**config.mk**
```make
export PLATFORM = sky130hd
export DESIGN_NAME = balance_pid_with_clamps_core_flat
export DESIGN_NICKNAME = d
export VERILOG_FILES = /design/src/rtl/bpc_pkg.sv /design/src/rtl/bpc_sample_if.sv /design/src/rtl/bpc_drive_if.sv /design/src/rtl/balance_pid_with_clamps_core.sv /design/src/rtl/bpc_error.sv /design/src/rtl/bpc_mac.sv /design/src/rtl/bpc_scale.sv /design/src/flat_wrapper.sv
export SDC_FILE = /design/constraint.sdc
export NUM_CORES = 2
export LEC_CHECK = 0
export ABC_AREA = 1
export BUFFER_PORTS_ARGS = -buffer_cell sky130_fd_sc_hd__buf_2
export CORE_MARGIN = 1.5
export CORE_UTILIZATION = 40
export CTS_CLUSTER_DIAMETER = 80
export DETAILED_ROUTE_END_ITERATION = 12
export GPL_TIMING_DRIVEN = 0
export SLEW_MARGIN = 5
export SYNTH_ARGS = -nofsm -noshare
export SYNTH_HDL_FRONTEND = slang
export SYNTH_SLANG_ARGS = --single-unit
```
**constraint.sdc**
```tcl
create_clock -name clk -period 12 [get_ports clk]
set_clock_uncertainty 0.2 [all_clocks]
set_input_delay 2.4 -clock clk [delete_from_list [all_inputs] [get_ports clk]]
set_output_delay 2.4 -clock clk [all_outputs]
set_load 0.05 [all_outputs]
```
**src/rtl/bpc_pkg.sv**
```systemverilog
// ---------------------------------------------------------------------------
// Balance PID package
// Shared widths, limits, register indexes and types of the balance PID core.
// ---------------------------------------------------------------------------
package bpc_pkg;

	// Fixed point format of angles, errors and the drive.
	localparam int FRAC_BITS = 8;

	// Field and state widths.
	localparam int IN_W      = 17;
	localparam int GAIN_W    = 16;
	localparam int ERR_W     = 19;
	localparam int DIFF_W    = ERR_W + 1;
	localparam int OUT_W     = 17;
	localparam int CFG_IDX_W = 2;
	localparam int CFG_W     = 17;

	// Configuration register indexes.
	localparam logic [CFG_IDX_W-1:0] REG_SETPOINT = 2'd0;
	localparam logic [CFG_IDX_W-1:0] REG_KP       = 2'd1;
	localparam logic [CFG_IDX_W-1:0] REG_KI       = 2'd2;
	localparam logic [CFG_IDX_W-1:0] REG_KD       = 2'd3;

	// Reset values of the configuration registers.
	localparam logic signed [IN_W-1:0] SETPOINT_RST = 17'sd486;
	localparam logic [GAIN_W-1:0]      KP_RST       = 16'd9984;
	localparam logic [GAIN_W-1:0]      KI_RST       = 16'd1690;
	localparam logic [GAIN_W-1:0]      KD_RST       = 16'd15232;

	// Integral clamp and output limit.
	localparam int ISUM_LIM = 1000 << FRAC_BITS;
	localparam int OUT_LIM  = 255 << FRAC_BITS;

	// Product and sum widths. A gain is zero extended by one bit to make it signed.
	localparam int PROD_E_W = ERR_W + GAIN_W + 1;
	localparam int PROD_D_W = DIFF_W + GAIN_W + 1;
	localparam int T_W      = PROD_D_W + 6;
	localparam int X_W      = T_W - FRAC_BITS;

	// The scaled sum x = floor(T / 2^F) saturates when floor(x / 10) leaves the limit.
	localparam longint X_HI = longint'(OUT_LIM) * 10 + 10;
	localparam longint X_LO = -(longint'(OUT_LIM) * 10);
	localparam int     Y_W  = $clog2(X_HI - X_LO);

	// Division by ten through a reciprocal, exact for any dividend below 2^32.
	localparam int                 RECIP_W     = 32;
	localparam logic [RECIP_W-1:0] RECIP_TEN   = 32'hCCCC_CCCD;
	localparam int                 RECIP_SHIFT = 35;
	localparam int                 Q_W         = Y_W - 3;

	typedef logic signed [ERR_W-1:0]  err_t;
	typedef logic signed [DIFF_W-1:0] diff_t;

	// Stage control handed to the error stage.
	typedef struct packed {
		logic advance;
		logic item_valid;
	} bpc_ctl_t;

endpackage

```
**src/rtl/bpc_sample_if.sv**
```systemverilog
// ---------------------------------------------------------------------------
// Balance PID sample channel
// Valid/ready channel that carries one tilt angle and one angle offset.
// ---------------------------------------------------------------------------
interface bpc_sample_if import bpc_pkg::*; ();
	logic                   valid;
	logic                   ready;
	logic signed [IN_W-1:0] tilt_angle;
	logic signed [IN_W-1:0] angle_offset;

	modport source (output valid, output tilt_angle, output angle_offset, input ready);
	modport sink (input valid, input tilt_angle, input angle_offset, output ready);
endinterface

```
**src/rtl/bpc_drive_if.sv**
```systemverilog
// ---------------------------------------------------------------------------
// Balance PID drive channel
// Valid/ready channel that carries one motor drive and its saturation flag.
// ---------------------------------------------------------------------------
interface bpc_drive_if import bpc_pkg::*; ();
	logic                    valid;
	logic                    ready;
	logic signed [OUT_W-1:0] motor_drive;
	logic                    drive_saturated;

	modport source (output valid, output motor_drive, output drive_saturated, input ready);
	modport sink (input valid, input motor_drive, input drive_saturated, output ready);
endinterface

```
**src/rtl/balance_pid_with_clamps_core.sv**
```systemverilog
// ---------------------------------------------------------------------------
// Balance PID core with integral and output clamps
// Computes one motor drive per tilt sample from a PID law with anti-windup.
// ---------------------------------------------------------------------------
//
//   channel   direction  beat payload                        handshake
//   sample    in         tilt_angle, angle_offset (Q8.8)     valid / ready
//   drive     out        motor_drive (Q8.8), drive_saturated valid / ready
//   config    in         cfg_index, cfg_data                 cfg_we, no wait
//
// A sample beat can be taken in every cycle in which the pipeline moves; its
// drive beat is offered behind seven registers: input, error stage, gain
// products, weighted sum, range check, reciprocal product and output.
// The pipeline moves in lock step and holds, with sample.ready low, only while
// the output register is full and the drive sink is not ready. Reset clears
// the valid bits, the error sum and the previous error and loads the defaults.
//
// Datapath summary: e = setpoint - angle - offset; the error sum is clamped
// to +/-1000 degrees; T = 10 * (Kp*e + Kd*(e - e_prev)) + Ki*sum, and the
// drive is floor(T / (10 * 2^FRAC_BITS)) saturated to +/-255 degrees. The
// error sum and the previous error live in the error stage and are updated
// as each sample leaves the input register, so consecutive samples see each
// other's state without any bubble.
//
module balance_pid_with_clamps_core import bpc_pkg::*; (
	input  logic                 clk,
	input  logic                 arst_n,
	input  logic                 cfg_we,
	input  logic [CFG_IDX_W-1:0] cfg_index,
	input  logic [CFG_W-1:0]     cfg_data,
	bpc_sample_if.sink           sample,
	bpc_drive_if.source          drive
);

	// Configuration registers.
	logic signed [IN_W-1:0] setpoint_q;
	logic [GAIN_W-1:0]      gain_p_q;
	logic [GAIN_W-1:0]      gain_i_q;
	logic [GAIN_W-1:0]      gain_d_q;

	// Pipeline valid bits, one per stage, and the output register valid.
	logic v_s1, v_s2, v_s3, v_s4, v_s5, v_s6, out_valid_q;
	logic advance;

	// Input register.
	logic signed [IN_W-1:0] angle_s1;
	logic signed [IN_W-1:0] offset_s1;

	err_t                    err_s2;
	err_t                    sum_s2;
	diff_t                   diff_s2;
	logic signed [X_W-1:0]   x_s4;
	logic signed [OUT_W-1:0] drive_s7;
	logic                    sat_s7;
	bpc_ctl_t                err_ctl;

	always_ff @(posedge clk or negedge arst_n) begin
		if (!arst_n) begin
			setpoint_q <= SETPOINT_RST;
			gain_p_q   <= KP_RST;
			gain_i_q   <= KI_RST;
			gain_d_q   <= KD_RST;
		end else if (cfg_we) begin
			case (cfg_index)
				REG_SETPOINT: setpoint_q <= $signed(cfg_data[IN_W-1:0]);
				REG_KP:       gain_p_q   <= cfg_data[GAIN_W-1:0];
				REG_KI:       gain_i_q   <= cfg_data[GAIN_W-1:0];
				REG_KD:       gain_d_q   <= cfg_data[GAIN_W-1:0];
				default: begin
				end
			endcase
		end
	end

	// The pipeline moves whenever the output register is free or being emptied.
	assign advance      = !out_valid_q || drive.ready;
	assign sample.ready = advance;

	always_ff @(posedge clk or negedge arst_n) begin
		if (!arst_n) begin
			v_s1        <= 1'b0;
			v_s2        <= 1'b0;
			v_s3        <= 1'b0;
			v_s4        <= 1'b0;
			v_s5        <= 1'b0;
			v_s6        <= 1'b0;
			out_valid_q <= 1'b0;
		end else if (advance) begin
			v_s1        <= sample.valid;
			v_s2        <= v_s1;
			v_s3        <= v_s2;
			v_s4        <= v_s3;
			v_s5        <= v_s4;
			v_s6        <= v_s5;
			out_valid_q <= v_s6;
		end
	end

	always_ff @(posedge clk) begin
		if (advance) begin
			angle_s1  <= sample.tilt_angle;
			offset_s1 <= sample.angle_offset;
		end
	end

	// Only a real sample may touch the integrator and the previous error.
	assign err_ctl.advance    = advance;
	assign err_ctl.item_valid = v_s1;

	bpc_error u_error (
		.clk       (clk),
		.arst_n    (arst_n),
		.ctl       (err_ctl),
		.setpoint  (setpoint_q),
		.angle_s1  (angle_s1),
		.offset_s1 (offset_s1),
		.err_s2    (err_s2),
		.sum_s2    (sum_s2),
		.diff_s2   (diff_s2)
	);

	bpc_mac u_mac (
		.clk     (clk),
		.advance (advance),
		.gain_p  (gain_p_q),
		.gain_i  (gain_i_q),
		.gain_d  (gain_d_q),
		.err_s2  (err_s2),
		.sum_s2  (sum_s2),
		.diff_s2 (diff_s2),
		.x_s4    (x_s4)
	);

	bpc_scale u_scale (
		.clk      (clk),
		.advance  (advance),
		.x_s4     (x_s4),
		.drive_s7 (drive_s7),
		.sat_s7   (sat_s7)
	);

	assign drive.valid           = out_valid_q;
	assign drive.motor_drive     = drive_s7;
	assign drive.drive_saturated = sat_s7;

endmodule

```
**src/rtl/bpc_error.sv**
```systemverilog
// ---------------------------------------------------------------------------
// Balance PID error stage
// Forms the error, updates the clamped error sum and the previous error.
// ---------------------------------------------------------------------------
module bpc_error import bpc_pkg::*; (
	input  logic                   clk,
	input  logic                   arst_n,
	input  bpc_ctl_t               ctl,
	input  logic signed [IN_W-1:0] setpoint,
	input  logic signed [IN_W-1:0] angle_s1,
	input  logic signed [IN_W-1:0] offset_s1,
	output err_t                   err_s2,
	output err_t                   sum_s2,
	output diff_t                  diff_s2
);

	localparam logic signed [ERR_W:0] SUM_HI = (ERR_W+1)'(ISUM_LIM);
	localparam logic signed [ERR_W:0] SUM_LO = -SUM_HI;

	err_t                error_sum_q;
	err_t                last_error_q;
	err_t                err_c;
	err_t                sum_c;
	diff_t               diff_c;
	logic signed [ERR_W:0] sum_raw;

	assign err_c   = ERR_W'(setpoint) - ERR_W'(angle_s1) - ERR_W'(offset_s1);
	assign sum_raw = (ERR_W+1)'(error_sum_q) + (ERR_W+1)'(err_c);
	assign diff_c  = DIFF_W'(err_c) - DIFF_W'(last_error_q);

	// Anti-windup clamp on the running sum.
	always_comb begin
		if (sum_raw > SUM_HI) begin
			sum_c = ERR_W'(SUM_HI);
		end else if (sum_raw < SUM_LO) begin
			sum_c = ERR_W'(SUM_LO);
		end else begin
			sum_c = ERR_W'(sum_raw);
		end
	end

	always_ff @(posedge clk or negedge arst_n) begin
		if (!arst_n) begin
			error_sum_q  <= '0;
			last_error_q <= '0;
		end else if (ctl.advance && ctl.item_valid) begin
			error_sum_q  <= sum_c;
			last_error_q <= err_c;
		end
	end

	always_ff @(posedge clk) begin
		if (ctl.advance) begin
			err_s2  <= err_c;
			sum_s2  <= sum_c;
			diff_s2 <= diff_c;
		end
	end

endmodule

```
**src/rtl/bpc_mac.sv**
```systemverilog
// ---------------------------------------------------------------------------
// Balance PID multiply-accumulate
// Three gain products, then the weighted sum scaled down by 2^FRAC_BITS.
// ---------------------------------------------------------------------------
module bpc_mac import bpc_pkg::*; (
	input  logic                  clk,
	input  logic                  advance,
	input  logic [GAIN_W-1:0]     gain_p,
	input  logic [GAIN_W-1:0]     gain_i,
	input  logic [GAIN_W-1:0]     gain_d,
	input  err_t                  err_s2,
	input  err_t                  sum_s2,
	input  diff_t                 diff_s2,
	output logic signed [X_W-1:0] x_s4
);

	logic signed [PROD_E_W-1:0] p_c, p_s3;
	logic signed [PROD_E_W-1:0] i_c, i_s3;
	logic signed [PROD_D_W-1:0] d_c, d_s3;
	logic signed [T_W-1:0]      pd_c;
	logic signed [T_W-1:0]      t_c;

	assign p_c = $signed({1'b0, gain_p}) * err_s2;
	assign i_c = $signed({1'b0, gain_i}) * sum_s2;
	assign d_c = $signed({1'b0, gain_d}) * diff_s2;

	always_ff @(posedge clk) begin
		if (advance) begin
			p_s3 <= p_c;
			i_s3 <= i_c;
			d_s3 <= d_c;
		end
	end

	// T = 10 * (P + D) + I, times ten as two shifted copies.
	assign pd_c = T_W'(p_s3) + T_W'(d_s3);
	assign t_c  = (pd_c <<< 3) + (pd_c <<< 1) + T_W'(i_s3);

	always_ff @(posedge clk) begin
		if (advance) begin
			x_s4 <= X_W'(t_c >>> FRAC_BITS);
		end
	end

endmodule

```
**src/rtl/bpc_scale.sv**
```systemverilog
// ---------------------------------------------------------------------------
// Balance PID output scaling
// Floor division by ten through a reciprocal, with output saturation.
// ---------------------------------------------------------------------------
module bpc_scale import bpc_pkg::*; (
	input  logic                    clk,
	input  logic                    advance,
	input  logic signed [X_W-1:0]   x_s4,
	output logic signed [OUT_W-1:0] drive_s7,
	output logic                    sat_s7
);

	localparam logic signed [X_W-1:0]   XHI     = X_W'(X_HI);
	localparam logic signed [X_W-1:0]   XLO     = X_W'(X_LO);
	localparam logic signed [Q_W:0]     LIM_Q   = (Q_W+1)'(OUT_LIM);
	localparam logic signed [OUT_W-1:0] LIM_OUT = OUT_W'(OUT_LIM);

	logic                       hi_c, lo_c;
	logic [Y_W-1:0]             y_s5;
	logic                       hi_s5, lo_s5;
	logic [Y_W+RECIP_W-1:0]     prod_s6;
	logic                       hi_s6, lo_s6;
	logic [Q_W-1:0]             q_c;
	logic signed [Q_W:0]        dq_c;
	logic signed [OUT_W-1:0]    drive_c;

	// Range check first; inside the range the offset value fits Y_W bits and is
	// a multiple of ten away from x, so floor division stays exact.
	assign hi_c = (x_s4 >= XHI);
	assign lo_c = (x_s4 < XLO);

	always_ff @(posedge clk) begin
		if (advance) begin
			y_s5  <= Y_W'(x_s4 - XLO);
			hi_s5 <= hi_c;
			lo_s5 <= lo_c;
		end
	end

	always_ff @(posedge clk) begin
		if (advance) begin
			prod_s6 <= (Y_W+RECIP_W)'(y_s5) * (Y_W+RECIP_W)'(RECIP_TEN);
			hi_s6   <= hi_s5;
			lo_s6   <= lo_s5;
		end
	end

	assign q_c  = Q_W'(prod_s6 >> RECIP_SHIFT);
	assign dq_c = $signed({1'b0, q_c}) - LIM_Q;

	always_comb begin
		if (hi_s6) begin
			drive_c = LIM_OUT;
		end else if (lo_s6) begin
			drive_c = -LIM_OUT;
		end else begin
			drive_c = OUT_W'(dq_c);
		end
	end

	always_ff @(posedge clk) begin
		if (advance) begin
			drive_s7 <= drive_c;
			sat_s7   <= hi_s6 | lo_s6;
		end
	end

endmodule

```
**src/flat_wrapper.sv**
```systemverilog
// flat-port wrapper written by rule: the top's interface ports become plain ports
module balance_pid_with_clamps_core_flat import bpc_pkg::*;
  (clk, arst_n, cfg_we, cfg_index, cfg_data, sample_valid, sample_tilt_angle, sample_angle_offset, sample_ready, drive_valid, drive_motor_drive, drive_drive_saturated, drive_ready);
  bpc_sample_if sample_i ();
  bpc_drive_if drive_i ();
  input  logic clk;
  input  logic arst_n;
  input  logic cfg_we;
  input  logic [CFG_IDX_W-1:0] cfg_index;
  input  logic [CFG_W-1:0] cfg_data;
  input wire logic [$bits(sample_i.valid)-1:0] sample_valid;
  input wire logic [$bits(sample_i.tilt_angle)-1:0] sample_tilt_angle;
  input wire logic [$bits(sample_i.angle_offset)-1:0] sample_angle_offset;
  output wire logic [$bits(sample_i.ready)-1:0] sample_ready;
  output wire logic [$bits(drive_i.valid)-1:0] drive_valid;
  output wire logic [$bits(drive_i.motor_drive)-1:0] drive_motor_drive;
  output wire logic [$bits(drive_i.drive_saturated)-1:0] drive_drive_saturated;
  input wire logic [$bits(drive_i.ready)-1:0] drive_ready;
  assign sample_i.valid = sample_valid;
  assign sample_i.tilt_angle = sample_tilt_angle;
  assign sample_i.angle_offset = sample_angle_offset;
  assign sample_ready = sample_i.ready;
  assign drive_valid = drive_i.valid;
  assign drive_motor_drive = drive_i.motor_drive;
  assign drive_drive_saturated = drive_i.drive_saturated;
  assign drive_i.ready = drive_ready;
  balance_pid_with_clamps_core u_core (.clk(clk), .arst_n(arst_n), .cfg_we(cfg_we), .cfg_index(cfg_index), .cfg_data(cfg_data), .sample(sample_i), .drive(drive_i));
endmodule
```
=== Yosys cells after proc, flatten, opt, wreduce, memory -nomap -nowiden ===
Index checks and enable logic that the tools add are counted.

* Latch bits: 0
* Memory bits (read-only): 0
* Flip-flop bits (word level): 441
* Bits in writable memories: 0
* Word-level logic and storage cells: 64
* Memories: 0

* Reduce and logical (&&, ||, !) cells: 9
* Magnitude comparators: 4
* Eq/ne operators: 3
* $mul: 4
* Add/sub/neg operators: 9
* Div/mod/pow operators: 0
* Shift-type cells: 0
* Mux-type cells: 3
* Bitwise gates (word level): 1

{| class="wikitable"
|+ Operators with widths
! operator !! number
|-
| multiplier 17 x 19 -> 36 bit || 2
|-
| multiplier 21 x 32 -> 52 bit, second input constant || 1
|-
| adder 42 x 36 -> 43 bit || 1
|-
| adder 41 x 39 -> 42 bit || 1
|-
| adder 36 x 37 -> 38 bit || 1
|-
| two-way mux 19 bit || 2
|-
| multiplier 17 x 20 -> 37 bit || 1
|-
| greater-or-equal comparator 35 x 21 -> 1 bit, second input constant || 1
|-
| < comparator 35 x 21 -> 1 bit, second input constant || 1
|-
| subtractor 21 bit, second input constant || 1
|-
| adder 19 x 19 -> 20 bit || 1
|-
| greater-than comparator 20 x 19 -> 1 bit, second input constant || 1
|-
| < comparator 20 x 19 -> 1 bit, second input constant || 1
|-
| subtractor 19 x 19 -> 20 bit || 1
|-
| subtractor 18 x 17 -> 19 bit || 1
|-
| subtractor 17 x 17 -> 18 bit || 1
|-
| two-way mux 17 bit || 1
|-
| subtractor 17 x 16 -> 17 bit, second input constant || 1
|-
| AND reduction 2 bit || 4
|-
| equality test 2 bit, second input constant || 2
|-
| equality test 2 x 1 -> 1 bit, second input constant || 1
|-
| zero test 2 bit || 1
|-
| OR reduction 2 bit || 1
|-
| logical AND 1 bit || 1
|-
| other kinds (3) || 3
|}

=== Depth between registers and ports, before layout ===
* Word-level depth: 6
* Gate-level depth with buffers: 35

=== Cells and area by module ===
Synthesis repeated with hierarchy kept, for this count alone.

* Cell total of the unflattened synthesis: 8930
* Area total of the unflattened synthesis: 70685.3 um2

{| class="wikitable"
|+ By module, submodules not included
! module !! cells an instance !! seq. area each (um2) !! area an instance (um2) !! instances
|-
| bpc_mac || 6312 || 4294.1 || 48291.3 || 1
|-
| bpc_scale || 1411 || 1801.7 || 11146.9 || 1
|-
| bpc_error || 855 || 2692.6 || 7188.1 || 1
|-
| balance_pid_with_clamps_core || 352 || 2850.2 || 4058.9 || 1
|}

=== Worst setup path before layout ===
Ideal clock, no wire load.

* Path kind: input-to-output
* Start point: input drive_ready
* End point: output sample_ready
* Data required time: 9.400 ns
* Path buffers: 0
* Arrival time: 8.545 ns
* Setup slack: 0.855 ns
* Stages: 2
* Cell sequence: nor2_1 inv_1

* Longest elaborated chain between the ends: 1

{| class="wikitable"
|+ Ends and longest elaborated chain
! element !! RTL line !! text
|-
| start: declaration || flat_wrapper.sv:18 || <nowiki>input wire logic [$bits(drive_i.ready)-1:0] drive_ready;</nowiki>
|-
| logical OR 1 bit || balance_pid_with_clamps_core.sv:76 || <nowiki>assign advance = !out_valid_q || drive.ready;</nowiki>
|-
| end: declaration || flat_wrapper.sv:14 || <nowiki>output wire logic [$bits(sample_i.ready)-1:0] sample_ready;</nowiki>
|}

Every way passes these cells.

=== Worst setup path in the final report ===
* Start point: register u_core.u_error.err_s2[13]
* End point: register u_core.u_mac.p_s3[33] (data pin)

* Longest elaborated chain between the ends: 1

{| class="wikitable"
|+ Ends and longest elaborated chain
! element !! RTL line !! text
|-
| start: declaration || bpc_error.sv:12 || <nowiki>output err_t err_s2,</nowiki>
|-
| start signal: assignment || bpc_error.sv:54 || <nowiki>err_s2 <= err_c;</nowiki>
|-
| multiplier 17 x 19 -> 36 bit || bpc_mac.sv:23 || <nowiki>assign p_c = $signed({1'b0, gain_p}) * err_s2;</nowiki>
|-
| via u_core.u_mac.p_c[33] || bpc_mac.sv:17 || <nowiki>logic signed [PROD_E_W-1:0] p_c, p_s3;</nowiki>
|-
| end signal: assignment || bpc_mac.sv:29 || <nowiki>p_s3 <= p_c;</nowiki>
|-
| end: declaration || bpc_mac.sv:17 ||
|}

The timed path passes the listed nets, and every way through them passes these cells.
A chain may end at the register's enable or synchronous reset.

==> flow_summary.toml <==
[global_routing]
grt_max_degree = 117
grt_pass1_vias = 53200
grt_pass1_wl_um = 299000
grt-ovfl-total = 0
grt.total_usage_pct = 22.9
antenna_found_initial = 10

[synth]
syn-mean-instance-area_um2 = 8.46
synth_top_family_by_area = "adder cells"
yosysUniqueCellTypes = 53
yosys-top-cells-count = "2126 x inv_1, 1699 x nand2_1, 1118 x fa_1, 602 x ha_1, 351 x a21oi_1"
synth_area_leaders = "fa_1 34%, edfxtp_1 13%, inv_1 12%"
ys_ff_latch = 405
synth_area_um2 = 66100
synthAdderAreaFrac_pct = 45.3
synth_cells = 7806
ys_seq_area_share_pct = 17.6
async_flop_share_pct = 27.2
synth-edff-count = 295
yosys_warnings = 0
yosys.cell_count.top_type = "inv_1"
syn-num-nets = 9584
synth.area.mux_share_pct = 0.0170
synth-simple-area-share_pct = 13.8
synth_ff_type = "edfxtp_1"
synth_compound_area_share_pct = 6.39
yosys.area.top_type_share_pct = 33.9
synth_area_leader_cell = "fa_1"
synthXorXnorAreaFrac_pct = 3.43

[route]
top_layer = "met5"
drt-initial-drc-count = 3232
met1_length_um = 79800
antenna_left = 0
dr_wl_met3_um = 11600
avgRoutedWirePerCell_um = 18.7
met2_length_um = 91500
routed_via_density = 4.93
routed_wl_um = 190000
vias = 50100
route.detailed.drc = 0
firstDrtPassIters = 6

[placed_design]
dpl.hpwl_um = 162000
place_area_um2 = 69300
place_ws_ns = 4.59
portBuffers = 77
gp_congestion = 0.992

[clock_tree]
postCtsHoldBufs = 0
clockRootBuffer = "clkbuf_16"
numCtsBuffers = 49
worst_skew_pair.late_latency_ns = 0.67
clock_path_buffers = 3
htreeDepth = 2
path_clk_slew_ns = 0.06
cts_tree = "yes"
cts_resized = 0
cts_setup_buffers = 0
cts_num_sinks = 405

[job]
maxCapViolCount = 0

[timing]
worstMarginPinSlew_ns = 1.21
hold_viol_final = 0
fin_ws_ns = 4.50
min_period_ns = 7.50
finalCritPeriodShare_pct = 62.5
setup_viol = 0
rsz0062_at_grt = "false"
relSlewSlack_pct = 18.2
slew_viol_final = 0
fmax_mhz = 133

[setup_path]
worstSetupPathType = "reg2reg"
r2r_start = "u_core.u_error.err_s2[13]"
crit_path_end_kind = "flop"
worstPathArrival_ns = 7.78
cp.required_ns = 12.28
rrSetupSlack_ns = 4.50
crit_fanout = 10
rr_worst_depth = 22
critical_path.startpoint_type = "flop"
regToRegEndpoint = "u_core.u_mac.p_s3[33]"

[layout]
drive_gt1_share_pct = 2.80
synthToLayoutAreaGrowth_pct = 7.36
stdcell_area_um2 = 70900
multi_input_area_um2 = 45500
seq_area_um2 = 11600
num-fill-cells = 16500
final_net_count = 9715

[die]
start_util_pct = 40.5
rows = 148
ios = 78
dieArea_um2 = 168000
die_w_um = 409
core_area_um2 = 163000
die_y_um = 409

[min_path]
hold-path-endpoint = "u_core.u_scale.y_s5[0]"
worstHoldPathType = "reg2reg"
min_path_cells = 0
min_from = "u_core.u_mac.x_s4[0]"

[status]
outcome = "finished clean"
==> flip-flops by register name, indices dropped and copies added (netlist names), 19 cells and up <==
name / cells
u_core.u_error.error_sum_q: 19
u_core.u_error.err_s2: 19
u_core.u_error.diff_s2: 20
u_core.u_mac.p_s3: 36
u_core.u_error.sum_s2: 19
u_core.u_mac.i_s3: 35
u_core.u_mac.x_s4: 35
u_core.u_error.last_error_q: 19
u_core.u_mac.d_s3: 37
u_core.u_scale.y_s5: 21
==> final cells by class <==
class / count / area share (%)
Clock buffer: 59 / 1.78
Tap cell: 2175 / 3.84
Timing Repair Buffer: 80 / 0.668
Antenna cell: 1 / 0.00353
Clock inverter: 33 / 0.557
Sequential cell: 405 / 16.4
Multi-Input combinational cell: 5033 / 64.2
Inverter: 2132 / 11.3
Buffer: 236 / 1.29
==> how the worst max path moves through the flow <==
stage,startpoint,end,slack [ns],depth (start not counted)
2_1_floorplan,drive_ready,sample_ready,0.85,2
3_3_place_gp,drive_ready,sample_ready,-2.73,4
3_5_place_dp,u_core.u_error.sum_s2[12],u_core.u_mac.i_s3[28],4.59,22
4_1_cts,u_core.u_error.sum_s2[12],u_core.u_mac.i_s3[28],4.55,22
5_1_grt,u_core.u_error.err_s2[13],u_core.u_mac.p_s3[33],4.14,24
6_report,u_core.u_error.err_s2[13],u_core.u_mac.p_s3[33],4.50,22
==> metrics by stage <==
step                      setup TNS, ns  std cells  hold slack [ns]  utilization (%)
after floorplan                       0       7806            0.200                -
after global placement            -2.73      10100            0.206             42.4
after detailed placement              0      10100            0.209             42.4
after CTS                             0      10200            0.223             43.4
after global routing                  0      10200            0.238             43.4
final                                 0      10200            0.221             43.4
==> cell families (layout without fill, tap and decap cells) <==
group	after synthesis	in the layout
compound gates	771	771
xor+xnor	259	259
fa+ha+maj	1720	1720
buf+inv	2368	2540
flops	405	405
mux	1	1
other cells	0	1
simple gates	2282	2282
==> worst max-delay path, stage by stage (launching register included) <==
cell,delay [ns]
edfxtp_1,0.33
clkbuf_1,0.55
clkbuf_1,0.59
nand2_1,0.17
fa_1,0.56
inv_1,0.06
fa_1,0.53
fa_1,0.45
fa_1,0.52
fa_1,0.54
inv_1,0.05
fa_1,0.60
inv_1,0.07
ha_1,0.37
nand2_1,0.15
nor4_1,0.46
nand2_1,0.09
o211ai_1,0.35
nand2_1,0.10
o211ai_1,0.16
nand2_1,0.08
nand2_1,0.08
xor2_1,0.23
==> metal layers <==
metal	global-route usage [%]	vias to the layer above
li1	-	23600
met4	7.20	6
met3	3.27	291
met2	39.7	1526
met1	29.4	24700
met5	0	-
==> cell usage in the layout, fill, tap and decap left out, types with 7 or more instances in the layout <==
cell       count
o211ai_1      18
xnor2_1      101
inv_1       2125
nand4_1       29
o21bai_1      20
a21o_1        22
nor4_1        23
clkbuf_1     239
ha_1         602
clkbuf_16     49
o21ai_0      263
or2_2          7
a21oi_1      351
fa_1        1118
dfstp_2       22
a21boi_0      13
nand2_2       10
dfrtp_1       88
clkinv_1       7
and2_1        17
clkinv_2       8
nor3_1        43
nor2_1       313
edfxtp_1     295
nand3_1      116
o2111ai_1      8
xor2_1       158
a31oi_1       32
o21ai_1        7
buf_2         79
o21a_1        14
nand2_4        7
nand2_1     1699
Power is not shown: default switching activity piles up to over one toggle a cycle in this logic, so the estimate is an artifact.
